==> src/hdl/cses_pkg.sv <==
// cses_pkg: shared types, codes and the quadrature step table of the
// control surface event scanner; no dependencies
`default_nettype none

package cses_pkg;

  typedef enum logic [1:0] {
    CMD_POT       = 2'd0,
    CMD_BUTTON    = 2'd1,
    CMD_JOG_PHASE = 2'd2,
    CMD_JOG_FLUSH = 2'd3
  } cmd_t;

  typedef enum logic [1:0] {
    EV_POT            = 2'd0,
    EV_BUTTON_PRESS   = 2'd1,
    EV_BUTTON_RELEASE = 2'd2,
    EV_JOG_STEP       = 2'd3
  } event_kind_t;

  typedef enum logic [1:0] {
    REG_POT_INTERVAL  = 2'd0,
    REG_POT_DEADBAND  = 2'd1,
    REG_DEBOUNCE      = 2'd2,
    REG_BUTTON_ENABLE = 2'd3
  } reg_index_t;

  typedef enum logic [1:0] {
    ST_IDLE,
    ST_EVAL,
    ST_FLUSH
  } scan_state_t;

  typedef struct packed {
    logic [1:0]  cmd;
    logic [4:0]  source_index;
    logic [11:0] sample;
    logic [31:0] now_ms;
  } scan_in_t;

  typedef struct packed {
    logic [1:0] event_kind;
    logic [4:0] source_number;
    logic [6:0] event_value;
    logic       last_of_run;
  } scan_out_t;

  localparam logic [15:0] POT_INTERVAL_RESET = 16'd5;
  localparam logic [6:0]  POT_DEADBAND_RESET = 7'd2;
  localparam logic [15:0] DEBOUNCE_RESET     = 16'd20;
  localparam logic [7:0]  POT_NONE_SENT      = 8'hFF;  // -1
  localparam logic [6:0]  VALUE_PRESS        = 7'd127;
  localparam logic [6:0]  VALUE_RELEASE      = 7'd0;
  localparam logic [6:0]  VALUE_JOG_CW       = 7'd1;
  localparam logic [6:0]  VALUE_JOG_CCW      = 7'd127;

  // step for previous and current AB; clockwise order 00,10,11,01
  function automatic logic signed [1:0] quad_step(input logic [1:0] prev,
                                                  input logic [1:0] cur);
    logic signed [1:0] s;
    s = 2'sd0;
    case ({prev, cur})
      4'b00_01: s = -2'sd1;
      4'b00_10: s = 2'sd1;
      4'b01_00: s = 2'sd1;
      4'b01_11: s = -2'sd1;
      4'b10_00: s = -2'sd1;
      4'b10_11: s = 2'sd1;
      4'b11_01: s = 2'sd1;
      4'b11_10: s = -2'sd1;
      default:  s = 2'sd0;
    endcase
    return s;
  endfunction

endpackage

`default_nettype wire

==> src/hdl/control_surface_event_scanner_top.sv <==
// control_surface_event_scanner_top: pot, button and jog event scanner
// depends on cses_pkg and cses_ram
// pot, button and jog phase items are accepted in ST_IDLE, then ST_EVAL does the
//   read-modify-write of the per-source memory entry, waiting, when it has a result,
//   while the output register is full; a result sits in the output register from the
//   cycle after the read-modify-write; a new item is taken only in ST_IDLE, once the
//   last is through; a jog flush sends its step items one per cycle while output is free
// reset: synchronous; config registers take their defaults, valid bits of both
//   memories clear at once (no clearing pass), jog state and handshakes clear
`default_nettype none

module control_surface_event_scanner_top #(
  parameter int POT_COUNT     = 16,
  parameter int BUTTON_COUNT  = 32,
  parameter int MAX_JOG_BURST = 64
) (
  input  wire logic               clk,
  input  wire logic               rst,
  // configuration write port
  input  wire logic               cfg_write,
  input  wire logic [1:0]         cfg_index,
  input  wire logic [31:0]        cfg_data,
  // input channel
  input  wire logic               cmd_valid,
  output logic                    cmd_ready,
  input  wire cses_pkg::scan_in_t cmd_item,
  // output channel
  output logic                    event_valid,
  input  wire logic               event_ready,
  output cses_pkg::scan_out_t     event_item
);

  import cses_pkg::*;

  localparam int POT_AW   = (POT_COUNT > 1) ? $clog2(POT_COUNT) : 1;
  localparam int BTN_AW   = (BUTTON_COUNT > 1) ? $clog2(BUTTON_COUNT) : 1;
  localparam int BURST_W  = $clog2(MAX_JOG_BURST + 1);
  localparam int POT_W    = 40;  // last value (8) + last report time (32)
  localparam int BTN_W    = 34;  // stable, raw, change time (32)
  localparam logic signed [31:0] BURST_MAX = 32'(MAX_JOG_BURST);
  localparam logic signed [31:0] JOG_MAX   = 32'sh7FFF_FFFF;
  localparam logic signed [31:0] JOG_MIN   = 32'sh8000_0000;

  // configuration registers
  logic [15:0] pot_interval_ms;
  logic [6:0]  pot_deadband;
  logic [15:0] btn_hold_ms;
  logic [31:0] button_enable;

  always_ff @(posedge clk) begin
    if (rst) begin
      pot_interval_ms <= POT_INTERVAL_RESET;
      pot_deadband    <= POT_DEADBAND_RESET;
      btn_hold_ms     <= DEBOUNCE_RESET;
      button_enable   <= '0;
    end else if (cfg_write) begin
      case (cfg_index)
        REG_POT_INTERVAL:  pot_interval_ms <= cfg_data[15:0];
        REG_POT_DEADBAND:  pot_deadband    <= cfg_data[6:0];
        REG_DEBOUNCE:      btn_hold_ms     <= cfg_data[15:0];
        REG_BUTTON_ENABLE: button_enable   <= cfg_data;
        default: ;
      endcase
    end
  end

  // control state
  scan_state_t       state, state_next;
  scan_in_t          item_q;
  logic              cmd_accept;
  logic              out_free;
  logic              out_load;
  scan_out_t         out_next;

  // jog state lives in flops: one entry only
  logic [1:0]        jog_phase, jog_phase_next;
  logic signed [31:0] jog_count, jog_count_next;
  logic [BURST_W-1:0] burst_left, burst_left_next;
  logic              burst_cw, burst_cw_next;

  // per-entry valid bits; an entry never written reads as its reset value
  logic [POT_COUNT-1:0]    pot_valid;
  logic [BUTTON_COUNT-1:0] btn_valid;

  // memory ports
  logic [4:0]         rd_index;
  logic [POT_AW-1:0]  pot_addr, pot_raddr;
  logic [BTN_AW-1:0]  btn_addr, btn_raddr;
  logic [POT_W-1:0]   pot_rdata, pot_wdata;
  logic [BTN_W-1:0]   btn_rdata, btn_wdata;
  logic               pot_we, btn_we;

  assign cmd_ready  = (state == ST_IDLE);
  assign cmd_accept = cmd_valid && cmd_ready;
  assign out_free   = !event_valid || event_ready;

  // address from the input while idle, else from the held item so the
  // read data stays put while a result waits for the output register
  assign rd_index  = (state == ST_IDLE) ? cmd_item.source_index : item_q.source_index;
  assign pot_raddr = rd_index[POT_AW-1:0];
  assign btn_raddr = rd_index[BTN_AW-1:0];
  assign pot_addr  = item_q.source_index[POT_AW-1:0];
  assign btn_addr  = item_q.source_index[BTN_AW-1:0];

  cses_ram #(.WIDTH(POT_W), .DEPTH(POT_COUNT)) u_pot_ram (
    .clk   (clk),
    .we    (pot_we),
    .waddr (pot_addr),
    .wdata (pot_wdata),
    .raddr (pot_raddr),
    .rdata (pot_rdata)
  );

  cses_ram #(.WIDTH(BTN_W), .DEPTH(BUTTON_COUNT)) u_btn_ram (
    .clk   (clk),
    .we    (btn_we),
    .waddr (btn_addr),
    .wdata (btn_wdata),
    .raddr (btn_raddr),
    .rdata (btn_rdata)
  );

  // pot evaluation
  logic               pot_in_range;
  logic [7:0]         pot_last_value;
  logic [31:0]        pot_last_time;
  logic [31:0]        pot_elapsed;
  logic [6:0]         pot_value;
  logic signed [8:0]  pot_diff;
  logic [7:0]         pot_abs;
  logic               pot_fire;

  assign pot_in_range   = 32'(item_q.source_index) < 32'(POT_COUNT);
  assign pot_last_value = pot_valid[pot_addr] ? pot_rdata[39:32] : POT_NONE_SENT;
  assign pot_last_time  = pot_valid[pot_addr] ? pot_rdata[31:0] : 32'd0;
  assign pot_elapsed    = item_q.now_ms - pot_last_time;
  assign pot_value      = item_q.sample[11:5];
  assign pot_diff       = $signed({2'b00, pot_value}) - $signed({pot_last_value[7], pot_last_value});
  assign pot_abs        = pot_diff[8] ? 8'(-pot_diff) : pot_diff[7:0];
  assign pot_fire       = pot_in_range && (pot_elapsed >= {16'd0, pot_interval_ms})
                          && (pot_abs >= {1'b0, pot_deadband});
  assign pot_wdata      = {1'b0, pot_value, item_q.now_ms};

  // button evaluation
  logic        btn_active;
  logic        btn_level;
  logic        btn_stable, btn_raw;
  logic [31:0] btn_time, btn_time_new;
  logic [31:0] btn_elapsed;
  logic        btn_fire;

  assign btn_active   = (32'(item_q.source_index) < 32'(BUTTON_COUNT))
                        && button_enable[item_q.source_index];
  assign btn_level    = item_q.sample[0];
  assign btn_stable   = btn_valid[btn_addr] ? btn_rdata[33] : 1'b1;
  assign btn_raw      = btn_valid[btn_addr] ? btn_rdata[32] : 1'b1;
  assign btn_time     = btn_valid[btn_addr] ? btn_rdata[31:0] : 32'd0;
  assign btn_time_new = (btn_level != btn_raw) ? item_q.now_ms : btn_time;
  assign btn_elapsed  = item_q.now_ms - btn_time_new;
  assign btn_fire     = (btn_elapsed >= {16'd0, btn_hold_ms}) && (btn_level != btn_stable);
  assign btn_wdata    = {(btn_fire ? btn_level : btn_stable), btn_level, btn_time_new};

  // jog step with saturation, and the size of a flush burst
  logic signed [1:0]  jog_step;
  logic signed [31:0] jog_stepped;
  logic [31:0]        jog_neg;
  logic [BURST_W-1:0] burst_size;

  assign jog_step = quad_step(jog_phase, item_q.sample[1:0]);

  always_comb begin
    jog_stepped = jog_count + 32'(jog_step);
    if (jog_step == 2'sd1 && jog_count == JOG_MAX) begin
      jog_stepped = JOG_MAX;
    end else if (jog_step == -2'sd1 && jog_count == JOG_MIN) begin
      jog_stepped = JOG_MIN;
    end
  end

  assign jog_neg = 32'(-jog_count);

  always_comb begin
    if (jog_count > BURST_MAX || jog_count < -BURST_MAX) begin
      burst_size = BURST_W'(MAX_JOG_BURST);
    end else if (jog_count < 0) begin
      burst_size = jog_neg[BURST_W-1:0];
    end else begin
      burst_size = jog_count[BURST_W-1:0];
    end
  end

  // sequencer
  always_comb begin
    state_next      = state;
    jog_phase_next  = jog_phase;
    jog_count_next  = jog_count;
    burst_left_next = burst_left;
    burst_cw_next   = burst_cw;
    pot_we          = 1'b0;
    btn_we          = 1'b0;
    out_load        = 1'b0;
    out_next        = '0;
    case (state)
      ST_IDLE: begin
        if (cmd_accept) begin
          state_next = ST_EVAL;
        end
      end
      ST_EVAL: begin
        case (item_q.cmd)
          CMD_POT: begin
            if (!pot_fire) begin
              state_next = ST_IDLE;
            end else if (out_free) begin
              pot_we     = 1'b1;
              out_load   = 1'b1;
              out_next   = '{event_kind: EV_POT, source_number: item_q.source_index,
                             event_value: pot_value, last_of_run: 1'b1};
              state_next = ST_IDLE;
            end
          end
          CMD_BUTTON: begin
            if (!btn_active) begin
              state_next = ST_IDLE;
            end else if (!btn_fire) begin
              btn_we     = 1'b1;  // raw level and change time may move
              state_next = ST_IDLE;
            end else if (out_free) begin
              btn_we     = 1'b1;
              out_load   = 1'b1;
              out_next   = '{event_kind: (btn_level ? EV_BUTTON_RELEASE : EV_BUTTON_PRESS),
                             source_number: item_q.source_index,
                             event_value: (btn_level ? VALUE_RELEASE : VALUE_PRESS),
                             last_of_run: 1'b1};
              state_next = ST_IDLE;
            end
          end
          CMD_JOG_PHASE: begin
            jog_count_next = jog_stepped;
            jog_phase_next = item_q.sample[1:0];
            state_next     = ST_IDLE;
          end
          CMD_JOG_FLUSH: begin
            if (jog_count == 32'sd0) begin
              state_next = ST_IDLE;
            end else begin
              burst_left_next = burst_size;
              burst_cw_next   = (jog_count > 0);
              state_next      = ST_FLUSH;
            end
          end
          default: state_next = ST_IDLE;
        endcase
      end
      ST_FLUSH: begin
        // one step item a cycle while the output register is free; the count walks toward zero as they go
        if (out_free) begin
          out_load        = 1'b1;
          out_next        = '{event_kind: EV_JOG_STEP, source_number: 5'd0,
                              event_value: (burst_cw ? VALUE_JOG_CW : VALUE_JOG_CCW),
                              last_of_run: (burst_left == BURST_W'(1))};
          jog_count_next  = burst_cw ? jog_count - 32'sd1 : jog_count + 32'sd1;
          burst_left_next = burst_left - BURST_W'(1);
          if (burst_left == BURST_W'(1)) begin
            state_next = ST_IDLE;
          end
        end
      end
      default: state_next = ST_IDLE;
    endcase
  end

  always_ff @(posedge clk) begin
    if (rst) begin
      state      <= ST_IDLE;
      jog_phase  <= 2'd0;
      jog_count  <= 32'sd0;
      burst_left <= '0;
      burst_cw   <= 1'b0;
      pot_valid  <= '0;
      btn_valid  <= '0;
    end else begin
      state      <= state_next;
      jog_phase  <= jog_phase_next;
      jog_count  <= jog_count_next;
      burst_left <= burst_left_next;
      burst_cw   <= burst_cw_next;
      if (pot_we) begin
        pot_valid[pot_addr] <= 1'b1;
      end
      if (btn_we) begin
        btn_valid[btn_addr] <= 1'b1;
      end
    end
  end

  // held item
  always_ff @(posedge clk) begin
    if (cmd_accept) begin
      item_q <= cmd_item;
    end
  end

  // output register
  always_ff @(posedge clk) begin
    if (rst) begin
      event_valid <= 1'b0;
    end else if (out_load) begin
      event_valid <= 1'b1;
    end else if (event_ready) begin
      event_valid <= 1'b0;
    end
  end

  always_ff @(posedge clk) begin
    if (out_load) begin
      event_item <= out_next;
    end
  end

  // a burst in progress always has steps left
  assert property (@(posedge clk) disable iff (rst)
    state == ST_FLUSH |-> burst_left != '0)
    else $error("flush state with empty burst");

  // pot and button items produce a single result, so it closes the run
  assert property (@(posedge clk) disable iff (rst)
    event_valid && event_item.event_kind != EV_JOG_STEP |-> event_item.last_of_run)
    else $error("single result without last_of_run");

  // each step item moves the jog count by exactly one toward zero
  assert property (@(posedge clk) disable iff (rst)
    state == ST_FLUSH && out_free |=>
      (jog_count == $past(jog_count) - 32'sd1) || (jog_count == $past(jog_count) + 32'sd1))
    else $error("jog count not stepped by one during flush");

  // memory is written only while a fetched item is being evaluated
  assert property (@(posedge clk) disable iff (rst)
    (pot_we || btn_we) |-> state == ST_EVAL && !(pot_we && btn_we))
    else $error("memory write outside evaluation");

  // a loaded result never overwrites one still waiting
  assert property (@(posedge clk) disable iff (rst)
    out_load |-> !event_valid || event_ready)
    else $error("output register overrun");

endmodule

`default_nettype wire

==> src/hdl/cses_ram.sv <==
// cses_ram: generic single-write, single-read memory with registered read
// no dependencies
`default_nettype none

module cses_ram #(
  parameter int WIDTH = 8,
  parameter int DEPTH = 16,
  localparam int AW = (DEPTH > 1) ? $clog2(DEPTH) : 1
) (
  input  wire logic             clk,
  input  wire logic             we,
  input  wire logic [AW-1:0]    waddr,
  input  wire logic [WIDTH-1:0] wdata,
  input  wire logic [AW-1:0]    raddr,
  output logic      [WIDTH-1:0] rdata
);

  logic [WIDTH-1:0] mem [DEPTH];

  always_ff @(posedge clk) begin
    if (we) begin
      mem[waddr] <= wdata;
    end
    rdata <= mem[raddr];
  end

endmodule

`default_nettype wire

==> config.mk <==
export PLATFORM = sky130hd
export DESIGN_NAME = control_surface_event_scanner_top
export DESIGN_NICKNAME = d
export VERILOG_FILES = /design/src/hdl/cses_pkg.sv /design/src/hdl/control_surface_event_scanner_top.sv /design/src/hdl/cses_ram.sv
export SDC_FILE = /design/constraint.sdc
export NUM_CORES = 2
export LEC_CHECK = 0
export CORE_MARGIN = 8
export CORE_UTILIZATION = 55
export DETAILED_ROUTE_END_ITERATION = 7
export DONT_BUFFER_PORTS = 1
export HOLD_SLACK_MARGIN = 0.08
export PLACE_DENSITY = 0.75
export SYNTH_ARGS = -nofsm -noshare
export SYNTH_HDL_FRONTEND = slang
export SYNTH_SLANG_ARGS = --single-unit
export TNS_END_PERCENT = 50
==> constraint.sdc <==
create_clock -name clk -period 26.4 [get_ports clk]
set_input_delay 2.64 -clock clk [delete_from_list [all_inputs] [get_ports clk]]
set_output_delay 2.64 -clock clk [all_outputs]
set_load 0.005 [all_outputs]
Yosys cells after proc, flatten, opt, wreduce, memory -nomap -nowiden:

Memory sizes are Yosys's and may differ from the RTL's. A register that Yosys moved wholly into a read port is not among the register bits.
Cells that the tools add are included.

* bitwise logic cells: 3
* equality and inequality tests: 21
* reductions and logical operators: 26
* div/mod/pow operators: 0
* multipliers: 0
* shift operators: 0
* add/subtract/negate cells: 9
* muxes and demuxes: 70
* $lt $le $gt $ge: 12

Operators by type and width (count)
* 32-bit two-way mux: 8
* 32-bit == test (second input constant): 2
* 32-bit by 16-bit >= comparator with 1-bit output: 2
* 32-bit one-hot mux with 2 select lines: 1
* 32-bit subtractor: 2
* 15-bit two-way mux: 4
* 15-bit one-hot mux with 2 select lines: 2
* 7-bit two-way mux: 7
* 32-bit by 2-bit adder with 32-bit output: 1
* 32-bit by 2-bit adder with 32-bit output (second input constant): 1
* 32-bit by 1-bit > comparator with 1-bit output (second input constant): 1
* 32-bit by 8-bit > comparator with 1-bit output (second input constant): 1
* 32-bit logical NOT: 1
* 32-bit by 1-bit < comparator with 1-bit output (second input constant): 1
* 32-bit by 7-bit < comparator with 1-bit output (second input constant): 1
* 32-bit OR: 1
* 32-bit by 2-bit subtractor with 32-bit output (second input constant): 1
* 13-bit two-way mux: 2
* 1-bit two-way mux: 24
* 2-bit two-way mux: 9
* 8-bit two-way mux: 2
* 16-bit OR: 1
* 7-bit one-hot mux with 2 select lines: 1
* 2-bit == test (second input constant): 6
* 32 further kinds: 59

* bits in read-only memories: 32
* latch bits: 0
* memories kept: 3
* output and inout port bits: 17
* bits in writable memories: 1712
* word-level logic and storage cells: 165
* register bits after elaboration: 270
* input port bits: 90

Memories
* u_btn_ram.mem: words 32, bits a word 34, rd ports 1, clocked after memory_dff 1, wr ports 1, line cses_ram.sv:18 `logic [WIDTH-1:0] mem [DEPTH];`
* u_pot_ram.mem: words 16, bits a word 39, rd ports 1, clocked after memory_dff 1, wr ports 1, line cses_ram.sv:18
* (no name shown): words 16, bits a word 2, rd ports 1, clocked after memory_dff 0, wr ports 0, line cses_pkg.sv:62 `case ({prev, cur})`

Logic depth before layout (Yosys ltp):

* word-level depth: 14
* depth in mapped cells: 37
* gate-level depth less buffers: 30

Cells and area by module:

A second synthesis with hierarchy kept.

* cells, all modules: 5764
* area total of the unflattened synthesis: 86793.2 sq um

Modules (own cells, without submodules)
* cses_ram (u_btn_ram): area an instance 43107.6 sq um, seq. area each 33352.0 sq um, times used 1, cells an instance 2399
* cses_ram (u_pot_ram): area an instance 25131.6 sq um, seq. area each 20019.2 sq um, times used 1, cells an instance 1040
* control_surface_event_scanner_top: area an instance 18554.0 sq um, seq. area each 5175.0 sq um, times used 1, cells an instance 2325

Worst setup path before layout:

Ideal clock, no wire load.

* path type: register to register
* start point: register item_q (netlist bit btn_addr[0])
* end point: memory u_btn_ram.mem[0][33] (netlist name) (data pin)
* clock period less this slack: 8.910 ns
* path slack: 17.490 ns
* cell stages (with the launch flop): 31
* data required time: 25.946 ns
* library setup time: 0.454 ns
* arrival time: 8.455 ns
* path buffers: 2
* cells stage by stage: edfxtp_1 > buf_6 > mux4_2 > a22o_1 > or3_1 > buf_2 > nand3_1 > nand2_1 > o21ai_0 > ha_1 > fa_1 > nor2b_1 > o31ai_1 > a21oi_1 > o32ai_1 > a211oi_1 > o2bb2ai_2 > nand2_1 > a31oi_1 > xnor2_1 > ha_1 > a21o_1 > a21oi_1 > o21ai_0 > a21oi_1 > o211ai_1 > a211oi_1 > o2111ai_1 > nor4bb_1 > nand4_1 > o21ai_0

* longest elaborated chain between the ends: 9
* elaborated cells on any way between the ends: 12
* those cells by class: 1 x add/sub; 1 x order compare; 2 x eq/ne; 7 x mux; 1 x reduce/logical

RTL lines
* start: declaration: line control_surface_event_scanner_top.sv:69 `scan_in_t item_q;`
* start signal: assignment: line control_surface_event_scanner_top.sv:300 `item_q <= cmd_item;`
* 1-bit binary-select mux with 5-bit select *: line control_surface_event_scanner_top.sv:156, control_surface_event_scanner_top.sv:157
* 1-bit two-way mux (implied by the code) *: line control_surface_event_scanner_top.sv:156, control_surface_event_scanner_top.sv:157
* 1-bit two-way mux: line control_surface_event_scanner_top.sv:156 `assign btn_raw = btn_valid[btn_addr] ? btn_rdata[32] : 1'b1;`
* 1-bit inequality test: line control_surface_event_scanner_top.sv:158 `assign btn_time_new = (btn_level != btn_raw) ? item_q.now_ms : btn_time;`
* 32-bit two-way mux *: line control_surface_event_scanner_top.sv:158
* via btn_time_new[0]: line control_surface_event_scanner_top.sv:148 `logic [31:0] btn_time, btn_time_new;`
* 32-bit subtractor *: line control_surface_event_scanner_top.sv:159 `assign btn_elapsed = item_q.now_ms - btn_time_new;`
* 32-bit by 16-bit >= comparator with 1-bit output *: line control_surface_event_scanner_top.sv:160 `assign btn_fire = (btn_elapsed >= {16'd0, btn_hold_ms}) && (btn_level != btn_stable);`
* 1-bit logical AND *: line control_surface_event_scanner_top.sv:160
* 1-bit two-way mux *: line control_surface_event_scanner_top.sv:161 `assign btn_wdata = {(btn_fire ? btn_level : btn_stable), btn_level, btn_time_new};`
* via btn_wdata[33]: line control_surface_event_scanner_top.sv:90 `logic [BTN_W-1:0] btn_rdata, btn_wdata;`
* end: declaration: line cses_ram.sv:18

Mark *: on every way through the listed nets, which the timed path passes. The rest lies on a longest branch. The select of a mux whose other input is x is not followed.

Worst setup path after layout:

* start point: register item_q (netlist bit btn_addr[0])
* end point: memory u_btn_ram.mem[21][10] (netlist name), enable pin

* longest elaborated chain between the ends: 14
* elaborated cells on any way between the ends: 19
* those cells by class: 1 x add/sub; 1 x order compare; 2 x eq/ne; 14 x mux; 1 x reduce/logical

RTL lines
* 1-bit binary-select mux with 5-bit select *: line control_surface_event_scanner_top.sv:156, control_surface_event_scanner_top.sv:157
* 1-bit two-way mux (implied by the code) *: line control_surface_event_scanner_top.sv:156, control_surface_event_scanner_top.sv:157
* 1-bit two-way mux: line control_surface_event_scanner_top.sv:156
* 1-bit inequality test: line control_surface_event_scanner_top.sv:158
* 32-bit two-way mux *: line control_surface_event_scanner_top.sv:158
* via btn_time_new[0]: line control_surface_event_scanner_top.sv:148
* 32-bit subtractor *: line control_surface_event_scanner_top.sv:159
* 32-bit by 16-bit >= comparator with 1-bit output *: line control_surface_event_scanner_top.sv:160
* 1-bit logical AND *: line control_surface_event_scanner_top.sv:160
* 1-bit two-way mux *: line control_surface_event_scanner_top.sv:225 `end else if (!btn_fire) begin`
* 1-bit two-way mux *: line control_surface_event_scanner_top.sv:223 `if (!btn_active) begin`
* 1-bit two-way mux *: line control_surface_event_scanner_top.sv:210 `case (item_q.cmd)`
* 1-bit two-way mux *: line control_surface_event_scanner_top.sv:203 `case (state)`
* 1-bit two-way mux *: line cses_ram.sv:21 `if (we) begin`
* 1-bit two-way mux (implied by the code) *: line cses_ram.sv:22 `mem[waddr] <= wdata;`

Marks and branches as above.

==> key figures <==
Hold path
  – Hold depth: 2
  – WHS Endpoint: btn_valid[31]
  – Hold Crit Class: reg -> reg
  – Hold Startpoint: btn_valid[31]

Yosys
  – Synth area leader: edfxtp_1
  – Avg Inst Size Synth: 15.2 sq um
  – Leading cell types by count after synthesis: 1775 x edfxtp_1, 840 x nand2_1, 447 x mux4_2, 253 x a21oi_1, 237 x dfxtp_1
  – Netlist Area Pre-Place: 0.0857 sq mm
  – Number of synthesized flops with an enable pin: 1775
  – Count leader, synth: edfxtp_1
  – Synth top area cells: edfxtp_1 62%, mux4_2 12%, dfxtp_1 5.5%, nand2_1 3.7%, ha_1 2.6%
  – Main synth FF type: edfxtp_1
  – Asr flop ratio synth: 0%
  – Synthesized flop and latch total: 2012
  – Sequential fraction of the synthesis area: 67.7%
  – Syn nets: 5898
  – Post-synthesis instance total: 5625
  – Yosys top cell area share: 62.2%
  – Synth warn: 0
  – Synth unique cells: 92

Clocking
  – CTS tree: yes
  – # H-tree levels: 4
  – CTS resizes: 0
  – Number of CTS-inserted buffers: 193
  – Clk_lat worst skew: 840 ps
  – Hold_buf cts: 0
  – Reg clk slew, reported paths: 60 ps
  – Clk buf depth: 3
  – Post-CTS setup buffer count: 0
  – CTS root buf: clkbuf_16
  – Clock sink count: 2012

Floorplanning
  – Die ar.: 0.169 sq mm
  – Starting Density: 55.1%
  – Rows: 145
  – Core area: 0.155 sq mm
  – Die Wd: 411 microns
  – # IOs: 107
  – Die Span Y: 411 microns

Setup path
  – CP most frequent cell: a21oi_1
  – CP max stage cell: o21ai_2
  – Worst EP arrival: 11040 ps
  – CP Class: reg -> reg
  – Data required, critical path: 26850 ps
  – Reg2Reg Depth: 31
  – CP Launch Type: flop
  – RR Endpoint: u_btn_ram.mem[21][10]
  – Crit-path max FO: 34
  – Reg-to-Reg Start: btn_addr[0]
  – R2R setup slack: 15810 ps
  – Slowest stage delay, CP: 870 ps
  – Setup crit end kind: flop

STA
  – Unrepaired setup endpoints after global routing: false
  – Hold Violations, Final: 0
  – Worst slew pin tran: 1340 ps
  – Hold Slack: 445 ps
  – Min Tclk post-route: 10590 ps
  – Relative slew slack: 10.9%
  – Final setup viols: 0
  – Slew Viols, Final: 0
  – Final Skew: 43.1 ps
  – Fin worst setup slack: 15810 ps
  – Fmax: 0.0944 GHz
  – Part of the cycle the worst path needs: 40.1%
  – Setup TNS: 0 ps

Global route
  – Pin count of the biggest net entering global routing: 163
  – Initial antenna violation count: 7
  – First-pass GRT wire length: 319 mm
  – Overflow after GRT: 0
  – Total Routing Usage GR: 25.1%
  – Number of global-route vias before repair: 50500

Cells and area
  – Multi-input gate area: 0.0260 sq mm
  – Fin nets: 5897
  – # fillers: 10900
  – Seq. cell area: 0.0580 sq mm
  – Syn-to-layout area delta: 10.3%
  – Share of cells above drive strength 1: 16.3%

Route
  – Routed len/inst: 27.4 microns
  – Antenna Nets Post-Route: 0
  – DR vias/cell: 6.41
  – DRC violations left: 0
  – DR pass1 iterations: 6
  – Vias: 50400
  – Final wirelength: 215 mm
  – DR iter-0 viols: 6215

Power and ir drop
  – P per Cell Area: 76.6 mW/mm^2
  – Static leakage: 32.1 nW
  – Final Power: 7.25 mW
  – Peak VDD IR: 0.0600 mV

Run
  – Maxcap violations: 0

Placed design
  – Placer congestion estimate: 0.864
  – Dpl ws: 15960 ps
  – I/O Buffers: 0
  – Dpl hpwl: 114 mm

Run status
  – Status: complete, no violations
kinds of logic (layout without fill, tap and decap cells):
family | count (synthesis) | in the layout | share of synthesized area (%)
buffers and inverters | 497 | 666 | 2.35
adders and majority gates | 187 | 187 | 2.76
muxes | 478 | 478 | 12.1
AOI/OAI and AO/OA | 813 | 813 | 6.06
and+or+nand+nor | 1521 | 1521 | 7.82
xor gates and xnor gates | 117 | 117 | 1.20
other | 0 | 5 | 0
DFF | 2012 | 2012 | 67.7
power by group:
group / total, mW / internal (mW) / leakage (nW) / switching [mW]
registers: 3.62 / 3.57 / 18.1 / 0.0505
logic: 0.823 / 0.309 / 10.9 / 0.514
clock network: 2.81 / 1.60 / 3.17 / 1.21
state kept, by name, indices dropped and copies added (netlist names), 5 cells and up:
register	count
btn_hold_ms	16
pot_valid	16
burst_left	7
btn_valid	32
pot_interval_ms	16
u_pot_ram.rdata	39
button_enable	32
jog_count	32
u_btn_ram.rdata	34
u_pot_ram.mem	624
event_item	15
item_q	42
pot_deadband	7
btn_addr	5
u_btn_ram.mem	1088
cell usage in the layout, fill, tap and decap left out, types with 71 or more instances in the layout:
master	synthesis	layout
inv_1	197	165
mux4_2	447	447
xnor2_1	80	80
a31oi_1	72	72
o21ai_0	146	134
nand2_1	840	840
a21oi_1	253	253
nand3_1	220	220
buf_4	16	99
clkbuf_16	0	197
nor2_1	168	152
a21o_1	71	71
ha_1	178	178
edfxtp_1	1775	1775
dfxtp_1	237	237
area by class of cell:
cell class / count / share of cell area [%]
repair buffers: 102 / 0.849
clock inverters: 101 / 1.20
clock buffers: 264 / 5.64
inverters: 199 / 0.790
flip-flops and latches: 2012 / 61.4
multi-input cells: 3116 / 27.4
diodes: 5 / 0.0132
well taps: 2058 / 2.72
worst max-delay path: cells and delay by family, from the launching register on:
kind	cells	cell delay, ps
AOI/OAI and AO/OA	15	4550
and+or+nand+nor	8	2080
buffers and inverters	3	1500
adders and majority gates	3	860
muxes	1	570
DFF	1	420
xor gates and xnor gates	1	160
per-stage QoR:
stage / area [sq um] / instances / utilization, %
after floorplan: 85700 / 5625 / -
after global placement: 88100 / 7487 / 56.7
after detailed placement: 88100 / 7487 / 56.7
after CTS: 94600 / 7852 / 60.8
after global routing: 94600 / 7857 / 60.8
final: 94600 / 7857 / 60.8
how the worst max path moves through the flow:
stage	startpoint	end	slack, ps	depth (start not counted)
after detailed placement	btn_addr[0]	u_btn_ram.mem[12][18]	15960	30
after CTS	btn_addr[0]	u_btn_ram.mem[21][10]	15960	31
after floorplan	btn_addr[0]	u_btn_ram.mem[0][33]	17490	30
after global routing	btn_addr[0]	u_btn_ram.mem[21][10]	15260	31
after global placement	btn_addr[0]	u_btn_ram.mem[14][22]	16130	30
final	btn_addr[0]	u_btn_ram.mem[21][10]	15810	31
routing by layer:
layer	vias up	track usage [%]	part of all wire (%)
met5	-	0	0
met2	2703	42.5	50
met1	25500	32.3	37
li1	21700	-	-
met3	515	4.35	9.5
met4	0	10.6	4.2
Power figures use the tool's default switching activity.
